File: src/rtl/button_click_gesture_detector_core_macros.svh
// Assertion macros shared by the button gesture detector RTL.
`ifndef BUTTON_CLICK_GESTURE_DETECTOR_CORE_MACROS_SVH
`define BUTTON_CLICK_GESTURE_DETECTOR_CORE_MACROS_SVH

`ifndef ASSERT_OFF

// Property checked on every rising edge of clk outside reset.
`define BCGD_ASSERT(lbl, prop, msg) \
	lbl: assert property (@(posedge clk) disable iff (!arst_n) (prop)) else $error(msg);

// Condition that must never be seen on a rising edge of clk outside reset.
`define BCGD_ASSERT_NEVER(lbl, cond, msg) \
	`BCGD_ASSERT(lbl, !(cond), msg)

`else

`define BCGD_ASSERT(lbl, prop, msg)
`define BCGD_ASSERT_NEVER(lbl, cond, msg)

`endif

`endif

File: src/rtl/bcgd_pkg.sv
// Types and constants of the button gesture detector.
`default_nettype none

package bcgd_pkg;

	localparam int unsigned TimeW = 32;
	localparam int unsigned CountW = 32;
	localparam int unsigned CfgW = 16;
	localparam int unsigned CfgIdxW = 2;

	localparam logic            ActiveLowReset = 1'b1;
	localparam logic [CfgW-1:0] DebounceReset = 16'd20;
	localparam logic [CfgW-1:0] LongPressReset = 16'd1000;
	localparam logic [CfgW-1:0] DoubleClickReset = 16'd300;

	typedef enum logic [CfgIdxW-1:0] {
		CFG_ACTIVE_LOW   = 2'd0,
		CFG_DEBOUNCE     = 2'd1,
		CFG_LONG_PRESS   = 2'd2,
		CFG_DOUBLE_CLICK = 2'd3
	} cfg_reg_t;

	typedef enum logic [2:0] {
		EV_NONE       = 3'd0,
		EV_PRESS_DOWN = 3'd1,
		EV_CLICK      = 3'd2,
		EV_DOUBLE     = 3'd3,
		EV_LONG       = 3'd4
	} event_t;

	typedef enum logic [3:0] {
		PH_IDLE     = 4'b0001,
		PH_DEBOUNCE = 4'b0010,
		PH_PRESSED  = 4'b0100,
		PH_WAIT     = 4'b1000
	} phase_t;

	typedef struct packed {
		logic             pin_level;
		logic [TimeW-1:0] time_ms;
		logic             clear_counts;
	} in_t;

	typedef struct packed {
		event_t            event_code;
		logic [CountW-1:0] click_total;
		logic [CountW-1:0] double_click_total;
		logic [CountW-1:0] long_press_total;
	} out_t;

endpackage

`default_nettype wire

File: src/rtl/button_click_gesture_detector_core.sv
// Button gesture detector: debounce, click, double click and long press with event counters.
`default_nettype none

// The block takes one pin sample beat per clock and gives exactly one result beat for each.
// A sample passes an input register, the gesture state machine and counters evaluate it, and
// the result waits in an output register. The state machine update sets the rate at one beat
// per cycle; it holds only while the output side takes results. Elapsed times are taken
// modulo 2^32, so a timestamp that goes backwards reads as a very long wait. Configuration is
// written through the plain write port; the user must write it only while no beat is in
// flight, and the block itself does not enforce this.
`include "button_click_gesture_detector_core_macros.svh"

module button_click_gesture_detector_core (
	input  wire logic                          clk,
	input  wire logic                          arst_n,
	input  wire logic                          in_valid,
	output logic                               in_ready,
	input  wire bcgd_pkg::in_t                 in_data,
	output logic                               out_valid,
	input  wire logic                          out_ready,
	output bcgd_pkg::out_t                     out_data,
	input  wire logic                          cfg_wr_en,
	input  wire logic [bcgd_pkg::CfgIdxW-1:0]  cfg_index,
	input  wire logic [bcgd_pkg::CfgW-1:0]     cfg_wdata
);
	import bcgd_pkg::*;

	logic            active_low_q;
	logic [CfgW-1:0] debounce_q;
	logic [CfgW-1:0] long_press_q;
	logic [CfgW-1:0] double_click_q;

	logic valid_s1;
	in_t  data_s1;
	logic advance;

	phase_t            phase_q, phase_d;
	logic [TimeW-1:0]  mark_time_q, mark_time_d;
	logic [TimeW-1:0]  press_time_q, press_time_d;
	logic              click_pending_q, click_pending_d;
	logic              double_confirmed_q, double_confirmed_d;
	logic [CountW-1:0] click_q, click_d;
	logic [CountW-1:0] double_q, double_d;
	logic [CountW-1:0] long_q, long_d;
	event_t            event_d;

	logic             pressed;
	logic [TimeW-1:0] since_mark;
	logic [TimeW-1:0] since_press;
	logic             debounce_done;
	logic             long_done;
	logic             window_done;

	logic out_valid_q;
	out_t out_data_q;

	always_ff @(posedge clk or negedge arst_n) begin
		if (!arst_n) begin
			active_low_q   <= ActiveLowReset;
			debounce_q     <= DebounceReset;
			long_press_q   <= LongPressReset;
			double_click_q <= DoubleClickReset;
		end else if (cfg_wr_en) begin
			unique case (cfg_reg_t'(cfg_index))
				CFG_ACTIVE_LOW:   active_low_q   <= cfg_wdata[0];
				CFG_DEBOUNCE:     debounce_q     <= cfg_wdata;
				CFG_LONG_PRESS:   long_press_q   <= cfg_wdata;
				CFG_DOUBLE_CLICK: double_click_q <= cfg_wdata;
				default: begin
				end
			endcase
		end
	end

	// The input register moves on whenever the output register is free or being emptied.
	assign advance  = valid_s1 && (!out_valid_q || out_ready);
	assign in_ready = !valid_s1 || advance;

	always_ff @(posedge clk or negedge arst_n) begin
		if (!arst_n) begin
			valid_s1 <= 1'b0;
		end else if (in_ready) begin
			valid_s1 <= in_valid;
		end
	end

	always_ff @(posedge clk) begin
		if (in_valid && in_ready) begin
			data_s1 <= in_data;
		end
	end

	assign pressed       = active_low_q ? !data_s1.pin_level : data_s1.pin_level;
	assign since_mark    = data_s1.time_ms - mark_time_q;
	assign since_press   = data_s1.time_ms - press_time_q;
	assign debounce_done = since_mark >= {{(TimeW-CfgW){1'b0}}, debounce_q};
	assign long_done     = since_press >= {{(TimeW-CfgW){1'b0}}, long_press_q};
	assign window_done   = since_mark >= {{(TimeW-CfgW){1'b0}}, double_click_q};

	always_comb begin
		phase_d            = phase_q;
		mark_time_d        = mark_time_q;
		press_time_d       = press_time_q;
		click_pending_d    = click_pending_q;
		double_confirmed_d = double_confirmed_q;
		click_d            = click_q;
		double_d           = double_q;
		long_d             = long_q;
		event_d            = EV_NONE;
		unique case (phase_q)
			PH_IDLE: begin
				if (pressed) begin
					phase_d     = PH_DEBOUNCE;
					mark_time_d = data_s1.time_ms;
				end
			end
			PH_DEBOUNCE: begin
				if (debounce_done) begin
					if (pressed) begin
						phase_d      = PH_PRESSED;
						press_time_d = data_s1.time_ms;
						event_d      = EV_PRESS_DOWN;
					end else begin
						phase_d = PH_IDLE;
					end
				end
			end
			PH_PRESSED: begin
				if (!pressed) begin
					priority if (long_done) begin
						long_d             = long_q + 1'b1;
						event_d            = EV_LONG;
						double_confirmed_d = 1'b0;
						click_pending_d    = 1'b0;
						phase_d            = PH_IDLE;
					end else if (double_confirmed_q) begin
						double_confirmed_d = 1'b0;
						click_pending_d    = 1'b0;
						phase_d            = PH_IDLE;
					end else begin
						phase_d         = PH_WAIT;
						mark_time_d     = data_s1.time_ms;
						click_pending_d = 1'b1;
					end
				end
			end
			PH_WAIT: begin
				if (pressed) begin
					if (click_pending_q) begin
						double_d           = double_q + 1'b1;
						click_pending_d    = 1'b0;
						double_confirmed_d = 1'b1;
						event_d            = EV_DOUBLE;
					end
					press_time_d = data_s1.time_ms;
					phase_d      = PH_PRESSED;
				end else if (window_done) begin
					if (click_pending_q) begin
						click_d         = click_q + 1'b1;
						event_d         = EV_CLICK;
						click_pending_d = 1'b0;
					end
					phase_d = PH_IDLE;
				end
			end
			default: begin
				phase_d = PH_IDLE;
			end
		endcase
	end

	always_ff @(posedge clk or negedge arst_n) begin
		if (!arst_n) begin
			phase_q            <= PH_IDLE;
			mark_time_q        <= '0;
			press_time_q       <= '0;
			click_pending_q    <= 1'b0;
			double_confirmed_q <= 1'b0;
			click_q            <= '0;
			double_q           <= '0;
			long_q             <= '0;
		end else if (advance) begin
			phase_q            <= phase_d;
			mark_time_q        <= mark_time_d;
			press_time_q       <= press_time_d;
			click_pending_q    <= click_pending_d;
			double_confirmed_q <= double_confirmed_d;
			click_q            <= data_s1.clear_counts ? '0 : click_d;
			double_q           <= data_s1.clear_counts ? '0 : double_d;
			long_q             <= data_s1.clear_counts ? '0 : long_d;
		end
	end

	always_ff @(posedge clk or negedge arst_n) begin
		if (!arst_n) begin
			out_valid_q <= 1'b0;
		end else if (advance) begin
			out_valid_q <= 1'b1;
		end else if (out_ready) begin
			out_valid_q <= 1'b0;
		end
	end

	always_ff @(posedge clk) begin
		if (advance) begin
			out_data_q.event_code         <= event_d;
			out_data_q.click_total        <= click_d;
			out_data_q.double_click_total <= double_d;
			out_data_q.long_press_total   <= long_d;
		end
	end

	assign out_valid = out_valid_q;
	assign out_data  = out_data_q;

	// A pending click and a confirmed double click exclude each other.
	`BCGD_ASSERT_NEVER(a_flags_exclusive, click_pending_q && double_confirmed_q,
		"pending click and confirmed double click both set")
	// A pending click lives only while waiting for the second press.
	`BCGD_ASSERT(a_pending_in_wait, !click_pending_q || (phase_q == PH_WAIT),
		"pending click outside the wait phase")
	// A confirmed double click lives only while the button is held.
	`BCGD_ASSERT(a_confirmed_in_pressed, !double_confirmed_q || (phase_q == PH_PRESSED),
		"confirmed double click outside the pressed phase")
	// A beat that asks for a clear leaves all counters at zero.
	`BCGD_ASSERT(a_clear_counts, (advance && data_s1.clear_counts) |=>
		(click_q == '0 && double_q == '0 && long_q == '0),
		"counters not cleared after a clearing beat")

endmodule

`default_nettype wire
File: config.mk
export PLATFORM = sky130hd
export DESIGN_NAME = button_click_gesture_detector_core
export DESIGN_NICKNAME = d
export VERILOG_FILES = /design/src/rtl/bcgd_pkg.sv /design/src/rtl/button_click_gesture_detector_core.sv
export VERILOG_INCLUDE_DIRS = /design/src /design/src/rtl
export SDC_FILE = /design/constraint.sdc
export NUM_CORES = 1
export LEC_CHECK = 0
export BUFFER_PORTS_ARGS = -buffer_cell sky130_fd_sc_hd__buf_2
export CAP_MARGIN = 20
export CELL_PAD_IN_SITES_DETAIL_PLACEMENT = 0
export CELL_PAD_IN_SITES_GLOBAL_PLACEMENT = 1
export CORE_MARGIN = 10
export CORE_UTILIZATION = 40
export CTS_BUF_LIST = sky130_fd_sc_hd__clkbuf_4 sky130_fd_sc_hd__clkbuf_8
export DETAILED_ROUTE_END_ITERATION = 8
export MAX_ROUTING_LAYER = met4
export PLACE_DENSITY_LB_ADDON = 0.1
export SYNTH_ARGS = -nofsm -noshare
export SYNTH_HDL_FRONTEND = slang
export SYNTH_SLANG_ARGS = --single-unit
File: constraint.sdc
create_clock -name clk -period 5.1 [get_ports clk]
set_input_delay 0 -clock clk [delete_from_list [all_inputs] [get_ports clk]]
set_output_delay 0 -clock clk [all_outputs]
set_load 0.1 [all_outputs]
Word-level counts from Yosys, hierarchy flattened
Index checks and enable logic that the tools add are counted.
Widths: inputs -> output; s select.
{ "op_classes": {"add_sub_neg": 5, "n_lt_le_gt_ge": 3, "n_eq_ne": 15, "muxes": 52, "n_reduce_logical": 21} }
{ "op_table": {"columns": ["op", "n"], "rows": [
  ["$mux 32", 19],
  ["$pmux 32 s2", 2],
  ["$add 32x1->32 const B", 3],
  ["$ge 32x16->1", 3],
  ["$sub 32x32->32", 2],
  ["$mux 4", 7],
  ["$pmux 4 s4", 1],
  ["$ne 2x2->1 const B", 7],
  ["$mux 1", 13],
  ["$mux 3", 4],
  ["$reduce_and 5->1", 2],
  ["$pmux 3 s3", 1],
  ["$reduce_and 2->1", 4],
  ["$reduce_bool 2->1", 4],
  ["$mux 2", 3],
  ["$reduce_and 6->1", 1],
  ["$eq 2x2->1 const B", 2],
  ["$eq 4x1->1 const B", 1],
  ["$eq 4x2->1 const B", 1],
  ["$eq 4x3->1 const B", 1],
  ["$eq 4x4->1 const B", 1],
  ["$pmux 1 s2", 2],
  ["$reduce_and 4->1", 1],
  ["$logic_not 1->1", 3],
  ["6 further kinds", 8]
]} }
{ "totals": {"regBits": 350, "in_bits": 57, "out_inout_bits": 101, "wordCells": 117} }

Longest topological paths before layout
Gate-level depths: netlist of the first run.
{ "depth": {"ltp_word": 6, "depth_mapped": 24, "mapped_depth_nobuf": 22} }

Worst setup path after synthesis of the first run
Ideal clock, no wire load.
{ "synth_timing": {"path_type": "reg-to-reg", "startpoint": "reg data_s1[1] (netlist bit)", "endpoint": "reg out_data_q, in the netlist out_data[1] (data pin)", "setup_ns": 0.260, "t_arrival_ns": 4.809, "setup_slack_ns": 0.031, "path_stages_with_launch": 23, "path_cell_list": "edfxtp_1 > inv_1 > ha_1 > inv_1 > fa_1 > a21oi_1 > o21ai_1 > a31oi_1 > o21ai_0 > a31oi_1 > xnor2_1 > ha_1 > o2111a_1 > a221oi_1 > o2111ai_1 > nor4b_2 > nand2_1 > a311o_1 > nor4b_2 > nand4_1 > clkbuf_1 > nand2_1 > mux2_2"} }
{ "synth_via": {"elab_chain_cells": 5} }
{ "synth_lines": {"columns": ["element", "line", "source"], "rows": [
  ["start: declaration", "button_click_gesture_detector_core.sv:34", "in_t data_s1;"],
  ["start signal: assignment", "button_click_gesture_detector_core.sv:89", "data_s1 <= in_data;"],
  ["$sub 32x32->32", "button_click_gesture_detector_core.sv:95", "assign since_press = data_s1.time_ms - press_time_q;"],
  ["$ge 32x16->1", "button_click_gesture_detector_core.sv:97", "assign long_done = since_press >= {{(TimeW-CfgW){1'b0}}, long_press_q};"],
  ["$mux 32", "button_click_gesture_detector_core.sv:130", "priority if (long_done) begin"],
  ["$mux 32", "button_click_gesture_detector_core.sv:129", "if (!pressed) begin"],
  ["$mux 32", "button_click_gesture_detector_core.sv:110", "unique case (phase_q)"],
  ["net long_d[1]", "button_click_gesture_detector_core.sv:44", "logic [CountW-1:0] long_q, long_d;"],
  ["end: declaration", "button_click_gesture_detector_core.sv:55", "out_t out_data_q;"]
]} }
The timed path passes the listed nets, and every way through them passes these cells.
A chain may end at the register's enable or synchronous reset.

Worst setup path after layout of the first run
{ "layout_timing": {"startpoint": "reg data_s1[7] (netlist bit)", "endpoint": "reg mark_time_q[14]"} }
{ "layout_via": {"elab_chain_cells": 4} }
{ "layout_lines": {"columns": ["element", "line", "source"], "rows": [
  ["$sub 32x32->32", "button_click_gesture_detector_core.sv:95", null],
  ["$ge 32x16->1", "button_click_gesture_detector_core.sv:97", null],
  ["$ne 2x2->1 (no line)", null, null],
  ["$reduce_and 6->1 (no line)", null, null],
  ["end signal: assignment", "button_click_gesture_detector_core.sv:184", "mark_time_q <= mark_time_d;"],
  ["end: declaration", "button_click_gesture_detector_core.sv:38", "logic [TimeW-1:0] mark_time_q, mark_time_d;"]
]} }
No other way between the ends.

==> results of run 1 <==
power breakdown:
group	internal (uW)	total, uW	switching, uW	leakage, uW
Sequential	3540	3900	366	0.00402
Combinational	2770	6960	4190	0.00682
Clock	1610	2870	1250	0.000737
Total	7920	13700	5800	0.0116
cells by family (layout without fill, tap and decap cells):
group                      count (synthesis)  in the layout
AOI/OAI and AO/OA                        488            488
xor gates and xnor gates                 131            131
adders and majority gates                115            115
buffers and inverters                    250            633
DFF                                      350            350
muxes                                    106            106
other                                      0              1
and+or+nand+nor                          679            679
routing by layer:
layer | global-route usage, % | vias to the layer above | share of wire, %
met5 | - | - | 0
met4 | 5.853 | 0 | 1.7
met3 | 3.128 | 82 | 4.4
met2 | 29.41 | 367 | 45
met1 | 27.34 | 8469 | 49
li1 | - | 8411 | -
what timing repair did:
item                                   4_1_cts  5_1_grt
pin swaps                                   21       22
cloned                                       6        1
buffers inserted                            20        9
endpoints found under the hold margin      200        0
hold buffers                                56        0
resized for setup                           74       86
setup endpoints to repair                  100      144
cell type report:
class                      instances  area share, %
clock inverter                    17         0.4513
sequential                       350          36.23
inverter                         154          2.228
multi-input combinational       1519          42.62
antenna                            1       0.009602
clock buffer                     106          4.806
tap                              680          3.265
timing repair buffer             356          10.39
per-stage QoR:
step                      TNS [ps]  util (%)  hold WS, ps  cells
after floorplan                  0         -       -295.6   2119
after global placement      -15720     44.86        166.8   2972
after detailed placement    -23910     44.86        170.9   2972
after CTS                    -5575     49.59        11.41   3175
after global routing        -34340     50.59        48.63   3183
final                        -8500     50.59        65.13   3183
flip-flops by register name, indices dropped and copies added (netlist names), 4 cells and up:
signal          flops
long_q             32
double_q           32
debounce_q         16
out_data           99
click_q            32
phase_q             4
press_time_q       32
mark_time_q        32
double_click_q     16
data_s1            34
long_press_q       16
cell usage after synthesis (all sizes together) (15+ instances only):
cell / n / share of area [%]
a211oi: 16 / 0.58
a21o: 37 / 1.3
a21oi: 96 / 2.4
a22o: 21 / 0.88
a31oi: 18 / 0.57
and2: 16 / 0.48
and3: 43 / 1.3
and4: 16 / 0.67
buf: 25 / 0.59
clkbuf: 71 / 1.3
dfrtp: 203 / 24
edfxtp: 133 / 19
ha: 113 / 6.8
inv: 153 / 2.7
mux2: 92 / 5.0
nand2: 228 / 4.1
nand2b: 15 / 0.45
nand3: 67 / 1.6
nand4: 47 / 1.4
nor2: 127 / 2.3
nor3: 34 / 0.81
nor4: 22 / 0.73
o211ai: 30 / 1.1
o21ai: 123 / 2.9
o21bai: 16 / 0.58
xnor2: 84 / 3.5
xor2: 47 / 2.0
worst max-delay path by stage:
| stage | slack, ps | from | endpoint | cells after the start |
|---|---|---|---|---|
| 6_report | -220 | data_s1[7] | mark_time_q[14] | 22 |
| 5_1_grt | -510 | data_s1[9] | mark_time_q[30] | 22 |
| 4_1_cts | -140 | data_s1[1] | mark_time_q[30] | 24 |
| 3_5_place_dp | -450 | data_s1[1] | mark_time_q[8] | 23 |
| 3_3_place_gp | -350 | data_s1[1] | mark_time_q[2] | 23 |
| 2_1_floorplan | 30 | data_s1[1] | out_data[1] | 22 |
==> run_results.csv, run 1 <==
group,metric,value,unit
critical_path,cp-end-kind,"register",
routing,vias_per_cell,5.444,
timing,slew_headroom,31.80,%
global_route,grt_pass1_vias,17240,
routing,route.vias.total,17330,
yosys,synth-async-reset-ratio,62.00,%
clock_tree,clk_pin_slew,50,ps
floorplanning,die_h,248.5,um
yosys,yosysSeqAreaShare,45.21,%
placed_design,post-place-ws,-451.0,ps
critical_path,start_kind,"register",
timing,rsz0062_at_grt,"yes",
cells_and_area,layout_commonest_cell,"nand2_1",
placed_design,portBuffers,157,
critical_path,arrival,5840,ps
run,maxCapViolations,0,
clock_tree,numCtsBuffers,68,
clock_tree,insertion_delay,650,ps
yosys,avgSynthCellArea,9.856,um^2
global_route,grt_pass1_wl,96830,um
critical_path,path_cells,"ha_4 > a21oi_4 > o21ai_1 > o31a_1 > a41o_1 > a31oi_2 > o21ai_1 > xor2_1 > ha_1 > o2111a_1 > a221oi_2 > buf_4 > o2111ai_4 > nor4b_4 > nand4_1 > or4_4 > nor4b_4 > nand4_1 > a21oi_4 > buf_8 > clkbuf_16 > mux2_4",
routing,routed_wl,61400,um
yosys,synth_compound_area_share,15.83,%
cells_and_area,stdcell_area,26060,um^2
clock_tree,clk_path_buf_depth,3,
power_and_ir_drop,power.density,526.8,nW/um^2
critical_path,timing.reg2reg.setup_slack,-220,ps
cells_and_area,syn_to_final_growth,24.78,%
timing,worst_slack,-215.1,ps
floorplanning,start_util,40.55,%
global_route,grt_max_degree,118,
critical_path,critPathSlowestCell,"edfxtp_1",
placed_design,place_hpwl,42140,um
critical_path,reg2reg_from,"data_s1[7]",
timing,hold_viol,0,
placed_design,post_dp_cell_area,23110,um^2
timing,worst_pin_slew,1023,ps
clock_tree,h-tree-depth,3,
critical_path,cp_slowest_stage_delay,440,ps
yosys,synthAdderAreaFrac,6.961,%
global_route,overflow,0,
routing,wl_per_cell,19.29,um
floorplanning,rows,83,
timing,period_share,104.2,%
timing,finalMaxSlewViolations,0,
cells_and_area,drive_gt1_share,24.46,%
yosys,synth-simple-area-share,16.24,%
yosys,synth.ff_latch_count,350,
routing,drtIter0Drc,1056,
yosys,synth_top_family_by_area,"simple AND/OR/NAND/NOR gates",
routing,postRouteAntennaNets,0,
cells_and_area,final_nets,2621,
routing,firstDrtPassIters,5,
yosys,yosys_warnings,0,
outcome,violations,"setup timing",
power_and_ir_drop,design_power_total,13730,uW
critical_path,critPathKind,"register to register",
floorplanning,ios,158,
yosys,synthCells,2119,
floorplanning,die_area,61750,um^2
critical_path,r2r_end,"mark_time_q[14]",
yosys,synth_mux_area_share,5.631,%
cells_and_area,layout_common_cells,"nand2_1 (215), dfrtp_1 (203), buf_2 (156)",
critical_path,crit_buf_inv,3,
placed_design,finalWeightedCongestion,0.8670,
power_and_ir_drop,ir_drop,0.2748,mV
critical_path,cp_top_family,"compound AO/OA/AOI/OAI gates",
yosys,synth_edf_count,133,
critical_path,required,5620,ps
cells_and_area,n_fill_cell,4817,
critical_path,ff2ff_path_depth,22,
yosys,synth-xor-area-share,5.494,%
global_route,grtUsageTotal,19.78,%
yosys,netlist_area,20890,um^2
timing,setup_viol,67,
worst_hold_path,hold_path_class,"input pin to async pin",
clock_tree,clockRootBuffer,"clkbuf_8",
timing,max_freq,0.1881,GHz
clock_tree,cts_sinks,350,
yosys,yosysUniqueCellTypes,85,
yosys,ys.flop_type,"dfrtp_1",
cells_and_area,seq_area,9442,um^2
yosys,synth_nets,2291,
global_route,antenna_found_initial,1,
power_and_ir_drop,leakage,0.01158,uW
floorplanning,die_w,248.5,um
floorplanning,coreArea,51510,um^2
cells_and_area,multiInputGateArea,11110,um^2
critical_path,crit_fanout,4,
timing,period_needed,5315,ps
timing,finClkSkew,32.36,ps
routing,drc_errors,0,
outcome,status,"finished, violations left",
clock_tree,cts_tree,"yes",
(Power assumes the default switching activity.)
==> inputs of run 2 (changes only) <==
--- a/config.mk
+++ b/config.mk
@@ -16,6 +16,7 @@
 export DETAILED_ROUTE_END_ITERATION = 8
 export MAX_ROUTING_LAYER = met4
 export PLACE_DENSITY_LB_ADDON = 0.1
+export SETUP_SLACK_MARGIN = 0.3
 export SYNTH_ARGS = -nofsm -noshare
 export SYNTH_HDL_FRONTEND = slang
 export SYNTH_SLANG_ARGS = --single-unit
==> run_results.csv, run 2 (same netlist as run 1, synthesis figures left out) <==
group,metric,value,unit
outcome,status,"finished, violations left",
outcome,violations,"setup timing",
power_and_ir_drop,power.density,518.7,nW/um^2
clock_tree,cts_tree,"yes",
critical_path,path_cells,"ha_1 > nor2b_4 > o2111ai_4 > a31oi_4 > a41o_1 > a31oi_2 > o21ai_1 > xor2_1 > ha_1 > o2111a_1 > a221oi_2 > buf_4 > o2111ai_2 > nor4b_2 > nand4_1 > or4_4 > nor4b_4 > nand4_1 > a21oi_4 > buf_6 > buf_6 > clkbuf_16 > mux2_1",
timing,finClkSkew,50.69,ps
routing,wl_met3,2887,um
routing,routed_wl,61630,um
floorplanning,die_area,61750,um^2
clock_tree,h-tree-depth,2,
timing,period_share,102.9,%
routing,wl_per_cell,19.26,um
timing,worst_pin_slew,1027,ps
placed_design,portBuffers,157,
cells_and_area,drive_gt1_share,26.03,%
power_and_ir_drop,ir_drop,0.3116,mV
global_route,grt_pass1_vias,17440,
timing,setup_viol,31,
placed_design,finalWeightedCongestion,0.8794,
global_route,antenna_found_initial,0,
clock_tree,clk_pin_slew,60,ps
cells_and_area,largest_reg_flops,99,
cells_and_area,stdcell_area,26880,um^2
worst_hold_path,hold_path_class,"input pin to register",
global_route,grtUsageTotal,19.78,%
cells_and_area,final_nets,2639,
floorplanning,ios,158,
routing,drtIter0Drc,1005,
routing,maxUsedRoutingLayer,"met4",
placed_design,post_dp_cell_area,23080,um^2
global_route,grt_max_degree,83,
cells_and_area,final_cells,3200,
critical_path,arrival,5780,ps
floorplanning,rows,83,
timing,period_needed,5246,ps
critical_path,crit_fanout,6,
critical_path,cp_slowest_stage_delay,450,ps
routing,vias_per_cell,5.433,
routing,wl_met1,29490,um
critical_path,start_kind,"register",
cells_and_area,layout_common_cells,"nand2_1 (214), dfrtp_1 (203), buf_2 (156)",
floorplanning,die_w,248.5,um
critical_path,cp-end-kind,"register",
timing,hold_viol,0,
placed_design,place_hpwl,41740,um
routing,route.vias.total,17390,
placed_design,placed_cells,2960,
routing,drc_errors,0,
critical_path,cp_top_family,"compound AO/OA/AOI/OAI gates",
floorplanning,coreArea,51510,um^2
critical_path,crit_buf_inv,4,
global_route,overflow,0,
run,maxCapViolations,0,
clock_tree,insertion_delay,700,ps
critical_path,critPathKind,"register to register",
cells_and_area,n_antenna_cell,0,
routing,wl_met2,27990,um
floorplanning,die_h,248.5,um
clock_tree,clockRootBuffer,"clkbuf_8",
cells_and_area,layout_commonest_cell,"nand2_1",
critical_path,required,5640,ps
timing,max_freq,0.1906,GHz
clock_tree,clk_path_buf_depth,3,
timing,worst_slack,-145.7,ps
cells_and_area,syn_to_final_growth,28.70,%
timing,rsz0062_at_grt,"yes",
floorplanning,start_util,40.55,%
global_route,grt_pass1_wl,97720,um
power_and_ir_drop,leakage,0.01191,uW
timing,finalMaxSlewViolations,0,
critical_path,critPathSlowestCell,"or4_4",
timing,slew_headroom,31.54,%
routing,firstDrtPassIters,5,
routing,postRouteAntennaNets,0,
clock_tree,numCtsBuffers,61,
clock_tree,cts_sinks,350,
power_and_ir_drop,design_power_total,13940,uW
## run 2: cell count changes in the layout (fill, tap and decap cells not counted), moves of 6 or more
cell / previous run / this run
xnor2_1: 76 / 63
dlygate4sd3_1: 56 / 76
clkbuf_4: 33 / 20
buf_6: 11 / 22
buf_16: 2 / 8
a21oi_1: 83 / 77
xnor2_2: 8 / 19
buf_4: 113 / 98
## run 2: final timing paths
path	startpoint	to	slack, ps	cells past startpoint
min	in_data[15]	data_s1[15]	60	2
min reg2reg	mark_time_q[19]	mark_time_q[19]	480	1
min in group asynchronous	arst_n	double_click_q[8]	500	3
max	data_s1[2]	mark_time_q[30]	-150	23
max reg2reg	data_s1[2]	mark_time_q[30]	-150	23
max in group asynchronous	arst_n	click_q[17]	3790	4
## run 2: repair_timing
action                                  in CTS  in global routing
setup buffers                               15                 19
endpoints found under the setup margin     156                196
pin swaps                                   22                 49
gates cloned                                10                  3
hold buffers                                77                  0
resized for setup                          138                 89
hold endpoints to repair                   248                  0
## run 2: metrics by stage
stage / worst slack, ps / setup TNS [ps] / util (%) / hold WS, ps
after global routing: -431.3 / -14250 / 52.18 / 22.40
after global placement: -114.4 / -2797 / 44.80 / 81.45
final: -145.7 / -2959 / 52.18 / 59.24
after CTS: -223.5 / -5245 / 50.91 / 1.477
after detailed placement: -241.5 / -6583 / 44.80 / 78.75
after floorplan: 319.2 / 0 / - / -295.6
## run 2: report_power, final
group / switching (uW) / total (uW) / internal, uW
Clock: 1250 / 2900 / 1650
Combinational: 4250 / 7140 / 2880
Sequential: 369 / 3900 / 3540
## run 2: cell type report
type	count	area [um^2]
Inverter	154	580.6
Timing Repair Buffer	381	3173
Tap cell	680	850.8
Clock buffer	93	1155
Clock inverter	23	222.7
Fill cell	4742	24630
Multi-Input combinational cell	1519	11460
Sequential cell	350	9442
## run 2: layer usage
| metal | vias to the layer above | track usage (%) |
|---|---|---|
| li1 | 8423 | - |
| met1 | 8510 | 26.80 |
| met2 | 365 | 30.02 |
| met3 | 89 | 3.772 |
| met4 | 0 | 4.828 |
| met5 | - | - |
